==> src/rtl/core/ips_mul_unit.sv <==
module ips_mul_unit (
  input  logic               clk,
  input  logic signed [31:0] a,
  input  logic signed [31:0] b,
  output logic signed [31:0] q
);

  logic signed [63:0] prod_r;
  logic signed [63:0] rnd;
  logic signed [47:0] shr;

  always_ff @(posedge clk) begin
    prod_r <= a * b;
  end

  // round half up, floor by 2^16, then saturate
  always_comb begin
    rnd = prod_r + 64'sh8000;
    shr = rnd[63:16];
    if (shr[47:31] == {17{1'b0}} || shr[47:31] == {17{1'b1}}) begin
      q = shr[31:0];
    end else if (shr[47]) begin
      q = 32'sh8000_0000;
    end else begin
      q = 32'sh7FFF_FFFF;
    end
  end

endmodule

==> config.mk <==
export PLATFORM = sky130hd
export DESIGN_NAME = ips_mul_unit
export DESIGN_NICKNAME = d
export VERILOG_FILES = /design/src/rtl/core/ips_mul_unit.sv
export SDC_FILE = /design/constraint.sdc
export NUM_CORES = 2
export LEC_CHECK = 0
export ABC_AREA = 1
export BUFFER_PORTS_ARGS = -buffer_cell sky130_fd_sc_hd__buf_4
export CORE_MARGIN = 4
export CORE_UTILIZATION = 42
export DETAILED_ROUTE_END_ITERATION = 16
export HOLD_SLACK_MARGIN = 0.03
export PLACE_DENSITY = 0.65
export SYNTH_ARGS = -nofsm -noshare
export SYNTH_HDL_FRONTEND = slang
export SYNTH_SLANG_ARGS = --single-unit
==> constraint.sdc <==
create_clock -name clk -period 15.55 [get_ports clk]
set_input_delay 1.555 -clock clk [delete_from_list [all_inputs] [get_ports clk]]
set_output_delay 1.555 -clock clk [all_outputs]
set_load 0.02 [all_outputs]
==> impl_metrics.yaml <==
yosys:
  synth_top_cell_by_area: "fa_1"
  ys_warn_count: 0
  yosysMostFrequentCell: "inv_1"
  syn_area_per_cell_um2: 7.78
  async_flop_share: 0
  synth_flop_cell: "dfxtp_1"
  synthTopCellsByArea: "fa_1 (53%), inv_1 (15%), nand2_1 (13%)"
  ys_ff_latch: 49
  netlist_area_mm2: 0.0408
  netlist_instances: 5239
  synth_cell_type_count: 40
  synth_commonest_cells: "inv_1 (1641), nand2_1 (1432), fa_1 (1081)"
  yosysSeqAreaShare: 0.0241
  synth-edff-count: 0
  syn_nets: 6566
  netlist.area_leader.share: 0.531
routing:
  vias: 31300
  routed_wl_um: 112000
  dr.first_iter.drc_count: 1828
  ant_nets: 0
  via_per_inst: 4.87
  drc: 0
  drtPass1Iterations: 6
  wl_per_cell_um: 17.5
timing:
  rsz0062_at_grt: "no"
  timing.fmax_ghz: 0.110
  fin_setup_tns_ps: 0
  setup_viol: 0
  whs_ps: 2200
  slew_headroom: 0.510
  period_share: 0.583
  worst_pin_slew_ps: 727
  drv_slew: 0
  hold_violations: 0
  min_period_ps: 9070
clock_tree:
  cts_hold_buffers: 0
  cts.htree.levels: 2
  cts_resized: 0
  cts.sinks: 49
  cts_max_path_buffers: 2
  cts_tree: "done"
  clockRootBuffer: "clkbuf_16"
  clkSlewWorstSetupHoldPaths_ps: 70
  cts_setup_buffers: 0
  numCtsBuffers: 5
floorplan:
  coreArea_mm2: 0.0966
  num_rows: 114
  dieArea_mm2: 0.102
  io_pins: 97
  dieWidth_um: 320
  dieHeight_um: 320
  start_util: 0.422
finish:
  syn_to_final_growth_pct: 4.18
  finalNetCount: 6473
  final_util: 0.440
  regMostFlops: "prod_r"
  drive_gt1_frac: 0.0293
  largest_register_ffs: 49
  reg_top3: "prod_r x49"
  fillers: 9670
worst_setup_path:
  crit_type: "primary input to flip-flop"
  crit_fanout: 32
  startpoint_type: "primary input"
  crit_arrival_ps: 9310
  critical_path_required_ps: 15800
  crit_path_end_kind: "flip-flop"
placed_design:
  hpwl_um: 95800
  portBuffers: 96
  place_congestion: 0.947
grt:
  antenna_found_initial: 4
  grt_remaining_overflow: 0
  grt_max_degree: 33
  grt_pass1_wl_um: 187000
  grt_pass1_vias: 35000
  grt_util_all_layers: 0.229
min_path:
  hold_class: "primary input to flip-flop"
run:
  max_cap_violations: 0
outcome:
  status: "complete, no violations"
## critical path, stage by stage
cell and delay, ps:
buf_4 340, nand2_1 220, inv_1 130, fa_1 410
inv_1 250, fa_1 470, inv_1 220, fa_1 490
fa_1 900, inv_1 380, fa_1 580, inv_1 60
fa_1 530, inv_1 50, fa_1 470, inv_1 60
fa_1 470, ha_1 380, a21oi_1 240, a21boi_0 300
o21ai_0 210, nand2_1 100, nand3_1 60, a21oi_1 160
inv_1 50, a21oi_1 110, nand2_1 60, nand2_1 50
## cell type report
cell class | instances | area [um^2] | share of cell area
multi-input cells | 3345 | 32800 | 0.773
repair buffers | 98 | 736 | 0.0173
diodes | 4 | 10.0 | 0.000236
clock buffers | 5 | 125 | 0.00295
well taps | 1276 | 1600 | 0.0376
inverters | 1647 | 6180 | 0.146
flip-flops and latches | 49 | 981 | 0.0231
clock inverters | 3 | 25.0 | 0.000589
## cells by family (layout without fill, tap and decap cells)
group / Yosys count / in the layout / synth area share
simple gates: 1823 / 1823 / 0.177
buf+inv: 1845 / 1753 / 0.171
fa+ha+maj: 1262 / 1262 / 0.586
compound gates: 185 / 185 / 0.0253
other cells: 0 / 4 / 0
xor+xnor: 75 / 75 / 0.0163
flops: 49 / 49 / 0.0241
## layout by cell type (no fill, tap or decap), drive strengths merged, types with 33 or more instances in the layout
cell type,count
fa,1081
o21ai,56
xor2,42
dfxtp,49
nand2,1441
a21oi,89
nand3,57
buf,98
xnor2,33
ha,181
nor2,257
inv,1648
## final timing paths
| kind | cells after the start | start | end |
|---|---|---|---|
| worst min-delay path | 5 | b[0] | prod_r[21]$_DFF_P_ |
| worst max-delay path | 28 | b[5] | prod_r[63]$_DFF_P_ |
## stage by stage
| stage | cell area [um^2] | setup slack, ps | cells |
|---|---|---|---|
| after floorplan | 40800 | 7160 | 5239 |
| after CTS | 42500 | 6410 | 6423 |
| final | 42500 | 6480 | 6427 |
| after global placement | 42300 | 6180 | 6415 |
| after global routing | 42500 | 5930 | 6424 |
| after detailed placement | 42300 | 6130 | 6415 |
## routing by layer
metal / routed length [um] / global-route usage / vias up
met1: 45600 / 0.295 / 15900
li1: - / - / 14300
met3: 6320 / 0.0256 / 202
met4: 3620 / 0.0664 / 0
met2: 57000 / 0.410 / 968
met5: 0 / 0 / -
Power is left out: the tool's default activity adds up to more than one toggle a clock period on the data nets, which glitch-free logic cannot reach.
