===== config.mk =====
export PLATFORM = sky130hd
export DESIGN_NAME = ips_div_unit
export DESIGN_NICKNAME = d
export VERILOG_FILES = /design/src/rtl/core/ips_pkg.sv /design/src/rtl/core/ips_div_unit.sv
export SDC_FILE = /design/constraint.sdc
export NUM_CORES = 1
export LEC_CHECK = 0
export ABC_AREA = 1
export BUFFER_PORTS_ARGS = -buffer_cell sky130_fd_sc_hd__buf_2
export CAP_MARGIN = 20
export CORE_ASPECT_RATIO = 0.75
export CORE_MARGIN = 5
export CORE_UTILIZATION = 52
export CTS_CLUSTER_SIZE = 14
export DETAILED_ROUTE_END_ITERATION = 8
export GPL_ROUTABILITY_DRIVEN = 0
export PLACE_DENSITY = 0.87
export SETUP_SLACK_MARGIN = 0.02
export SLEW_MARGIN = 30
export SYNTH_ARGS = -nofsm -noshare
export SYNTH_HDL_FRONTEND = slang
export SYNTH_SLANG_ARGS = --single-unit

===== constraint.sdc =====
create_clock -name clk -period 2.81 [get_ports clk]
set_input_delay 0.562 -clock clk [delete_from_list [all_inputs] [get_ports clk]]
set_output_delay 0.562 -clock clk [all_outputs]
set_load 0.01 [all_outputs]

===== src/rtl/core/ips_pkg.sv =====
package ips_pkg;

  localparam int DATA_W   = 32;
  localparam int DIV_BITS = 48;
  localparam int DIV_CW   = $clog2(DIV_BITS);

  typedef enum logic [2:0] {
    REG_PROP_GAIN     = 3'd0,
    REG_INTEG_GAIN    = 3'd1,
    REG_DERIV_GAIN    = 3'd2,
    REG_DRIVE_FLOOR   = 3'd3,
    REG_DRIVE_CEILING = 3'd4,
    REG_ACCUM_LIMIT   = 3'd5,
    REG_SAMPLE_PERIOD = 3'd6
  } ips_reg_t;

  typedef enum logic [3:0] {
    S_IDLE,
    S_ERR,
    S_DIFF,
    S_M1,
    S_M2,
    S_M3,
    S_M4,
    S_M5,
    S_DIV,
    S_DSAT,
    S_SUM1,
    S_SUM2,
    S_CLAMP,
    S_DRV,
    S_OUT
  } ips_state_t;

  typedef struct packed {
    logic busy;
    logic done;
  } ips_div_stat_t;

  // saturate a 34-bit signed value to signed 32 bits
  function automatic logic signed [31:0] sat34(input logic signed [33:0] v);
    logic signed [31:0] r;
    if (v > 34'sh0_7FFF_FFFF) begin
      r = 32'sh7FFF_FFFF;
    end else if (v < -34'sh0_8000_0000) begin
      r = 32'sh8000_0000;
    end else begin
      r = v[31:0];
    end
    return r;
  endfunction

endpackage


===== src/rtl/core/ips_div_unit.sv =====
module ips_div_unit (
  input  logic                 clk,
  input  logic                 rst_n,
  input  logic                 start,
  input  logic [47:0]          dividend,
  input  logic [30:0]          divisor,
  output ips_pkg::ips_div_stat_t stat,
  output logic [47:0]          quotient
);

  logic [47:0]              wq_r, wq_nxt;
  logic [30:0]              rem_r, rem_nxt;
  logic [30:0]              dvs_r, dvs_nxt;
  logic [ips_pkg::DIV_CW-1:0] cnt_r, cnt_nxt;
  logic                     busy_r, busy_nxt;
  logic                     done_r, done_nxt;
  logic [31:0]              trial;
  logic                     fits;

  always_comb begin
    trial   = {rem_r, wq_r[47]};
    fits    = trial >= {1'b0, dvs_r};
    wq_nxt  = wq_r;
    rem_nxt = rem_r;
    dvs_nxt = dvs_r;
    cnt_nxt = cnt_r;
    busy_nxt = busy_r;
    done_nxt = 1'b0;
    if (start) begin
      wq_nxt   = dividend;
      rem_nxt  = '0;
      // a zero period divides as one ulp
      dvs_nxt  = (divisor == '0) ? 31'd1 : divisor;
      cnt_nxt  = '0;
      busy_nxt = 1'b1;
    end else if (busy_r) begin
      wq_nxt  = {wq_r[46:0], fits};
      rem_nxt = fits ? 31'(trial - {1'b0, dvs_r}) : trial[30:0];
      cnt_nxt = cnt_r + 1'b1;
      if (cnt_r == ips_pkg::DIV_CW'(ips_pkg::DIV_BITS - 1)) begin
        busy_nxt = 1'b0;
        done_nxt = 1'b1;
      end
    end
  end

  always_ff @(posedge clk) begin
    if (!rst_n) begin
      busy_r <= 1'b0;
      done_r <= 1'b0;
      cnt_r  <= '0;
    end else begin
      busy_r <= busy_nxt;
      done_r <= done_nxt;
      cnt_r  <= cnt_nxt;
    end
    wq_r  <= wq_nxt;
    rem_r <= rem_nxt;
    dvs_r <= dvs_nxt;
  end

  assign stat.busy = busy_r;
  assign stat.done = done_r;
  assign quotient  = wq_r;

endmodule


==> key figures <==
Status
  • Status: complete, no violations

Logic synthesis
  • Yosys reg bits: 118
  • Asr flop ratio synth: 0
  • Mapped Avg Cell Area: 7.01 um2
  • Sequential-to-total area share from yosys stat: 0.413
  • Syn_nets: 1204
  • Warnings from Yosys: 0
  • Ys flop type: edfxtp_1
  • Cells after synthesis: 1089
  • Mapped Area: 7630 um2
  • Post-synthesis cell type count: 38
  • Post-synth EDFFs: 79

Clock network
  • Clk_lat worst skew: 0.42 ns
  • Root buffer cell: clkbuf_16
  • Clock sink total: 118
  • Post-CTS Setup Bufs: 0
  • Hold-fix buffers, CTS: 0
  • TritonCTS buffer count: 17
  • Clk slew on worst S/H paths: 0.06 ns
  • Clock Tree Buf Depth: 2
  • CTS tree: yes
  • H-tree levels: 4
  • Post_cts resized: 0

Critical path
  • Slowest stage delay, CP: 0.42 ns
  • CP arrival: 2.80 ns
  • Critical-path top delay cell: fa_1
  • Crit path max-delay family: simple AND/OR/NAND/NOR gates
  • Required time worst endpoint: 3.09 ns
  • Worst path buffer plus inverter count: 2
  • Crit-path cells: inv_1 > ha_1 > fa_1 > inv_1 > nand2_1 > nand2_1 > nand3_2 > nand2_2 > nand2_2 > nand3_2 > nand2_4 > nand2_4 > nand2_1 > nand3_1 > o21ai_1
  • Cell mode on critical path: nand2_1
  • WS Path Type: flip-flop to flip-flop
  • Worst-path fanout max: 31
  • Startpoint Class: flip-flop
  • Critical Path Sink Type: flip-flop

Timing
  • Worst Tran Pin Value: 0.717 ns
  • RSZ-0062 raised after global routing: false
  • Max Clock Freq: 0.396 GHz
  • Slew HR: 0.521
  • Tcrit/Tclk final: 0.899
  • Fin. Hold Viols: 0
  • Post-route setup TNS: 0 ns
  • Clk_skew: 0.0145 ns
  • Endpoints failing setup: 0
  • Final Slew Violations: 0
  • Crit path time final: 2.53 ns

Floorplanning
  • Die width: 150 um
  • Row Count: 38
  • DIE AREA: 17200 um2
  • Chip Height: 115 um
  • Core area: 14400 um2
  • Initial core utilization: 0.530
  • Num ports: 132

Routing
  • Via Count: 7240
  • ANT nets after route: 0
  • Remaining DRCs: 0
  • Pre-antenna DRT Iters: 6
  • DR iter-0 viols: 934
  • Drt total wl: 20.3 mm
  • Vias/cell: 5.16
  • Wirelength per Cell: 14.5 um

Global route
  • Initial antenna violation count: 0
  • Pin count of the biggest net entering global routing: 40
  • GRT Total Usage: 0.239
  • Gr ovfl total: 0
  • Vias in the first global route: 6834
  • First-pass GRT wire length: 32.6 mm

Power
  • VDD IR max: 0.477 mV
  • PD cells: 519 nW/um2
  • Final Total Pwr: 4.61 mW
  • Leak: 4.77 nW

Cells and area
  • Nets: 1305
  • Area added between synthesis and finish: 16.5%
  • # diodes: 0
  • Share of layout cells above drive strength 1: 0.167

Placement
  • Port bufs: 131
  • Final HPWL DP: 15.1 mm

Min path
  • Type of the most critical hold path: input port to flip-flop

Job
  • Max_cap viols: 0
final timing paths:
check,endpoint,slack (ns),start,cells past startpoint
setup / recovery,rem_r[3],0.28,quotient[47],15
hold / removal,dvs_r[1],0.33,divisor[1],1
setup reg to reg,rem_r[3],0.28,quotient[47],15
hold reg to reg,rem_r[15],0.47,rem_r[15],2
placed cells by master (no fill, tap or decap), drive strengths merged:
| cell | n |
|---|---|
| a21oi | 17 |
| a31oi | 1 |
| and2 | 4 |
| buf | 140 |
| clkbuf | 17 |
| clkinv | 15 |
| clkinvlp | 1 |
| dfxtp | 39 |
| edfxtp | 79 |
| fa | 1 |
| ha | 32 |
| inv | 181 |
| nand2 | 465 |
| nand3 | 77 |
| nand3b | 16 |
| nand4 | 10 |
| nor2 | 56 |
| nor3 | 8 |
| nor3b | 3 |
| nor4 | 8 |
| o211ai | 1 |
| o21ai | 14 |
| o21bai | 2 |
| or2 | 1 |
| xnor2 | 13 |
| xor2 | 2 |
report_power, final:
group / internal (mW) / switching (mW) / total (mW)
logic: 0.209 / 0.369 / 0.578
clock network: 1.13 / 0.865 / 1.99
registers: 1.99 / 0.0560 / 2.05
total: 3.32 / 1.29 / 4.61
cells in the mapped netlist, drive strengths merged (2+ instances only):
cell    number  area, um2
a21oi       17        104
and2         4       25.0
buf         12       97.6
clkbuf      46        173
clkinv       4       15.0
dfxtp       39        781
edfxtp      79       2370
ha          32        400
inv        178        668
nand2      465       1780
nand3       77        400
nand3b      16        120
nand4       10       62.6
nor2        56        267
nor3         8       40.0
nor3b        3       22.5
nor4         8       50.1
o21ai       14       70.1
o21bai       2       15.0
xnor2       13        114
xor2         2       17.5
final cells by class:
cell class | count | area [um2]
clock buffers | 17 | 425
repair buffers | 140 | 748
flip-flops and latches | 118 | 3150
inverters | 182 | 683
well taps | 200 | 250
multi-input cells | 731 | 3530
fillers | 1213 | 5510
clock inverters | 15 | 105
flip-flops by register name (all words and copies together), names as in the netlist:
signal    cells
done_r        1
dvs_r        31
rem_r        31
quotient     48
cnt_r         6
busy_r        1
layer usage:
metal | vias up | GRT usage | wire length (um)
met3 | 36 | 0.0772 | 2440
met1 | 3272 | 0.318 | 8530
met5 | - | 0 | 0
met2 | 383 | 0.380 | 9050
li1 | 3549 | - | -
met4 | 0 | 0.0658 | 325
through the flow:
step / worst slack [ns] / cells / cell area [um2] / hold slack (ns) / utilization
floorplan: 0.692 / 1089 / 7630 / 0.440 / -
detailed placement: 0.346 / 1371 / 8360 / 0.462 / 0.581
finish: 0.284 / 1403 / 8890 / 0.329 / 0.617
CTS: 0.312 / 1403 / 8890 / 0.322 / 0.617
global route: 0.0490 / 1403 / 8890 / 0.323 / 0.617
global placement: 0.451 / 1371 / 8360 / 0.460 / 0.581
logic make-up after synthesis:
family | Yosys count | synth area share
simple gates | 648 | 0.363
buf+inv | 240 | 0.125
flops | 118 | 0.413
compound gates | 35 | 0.0266
fa+ha+maj | 33 | 0.0551
xor+xnor | 15 | 0.0172
No activity file was read; power rests on OpenSTA's default activity.
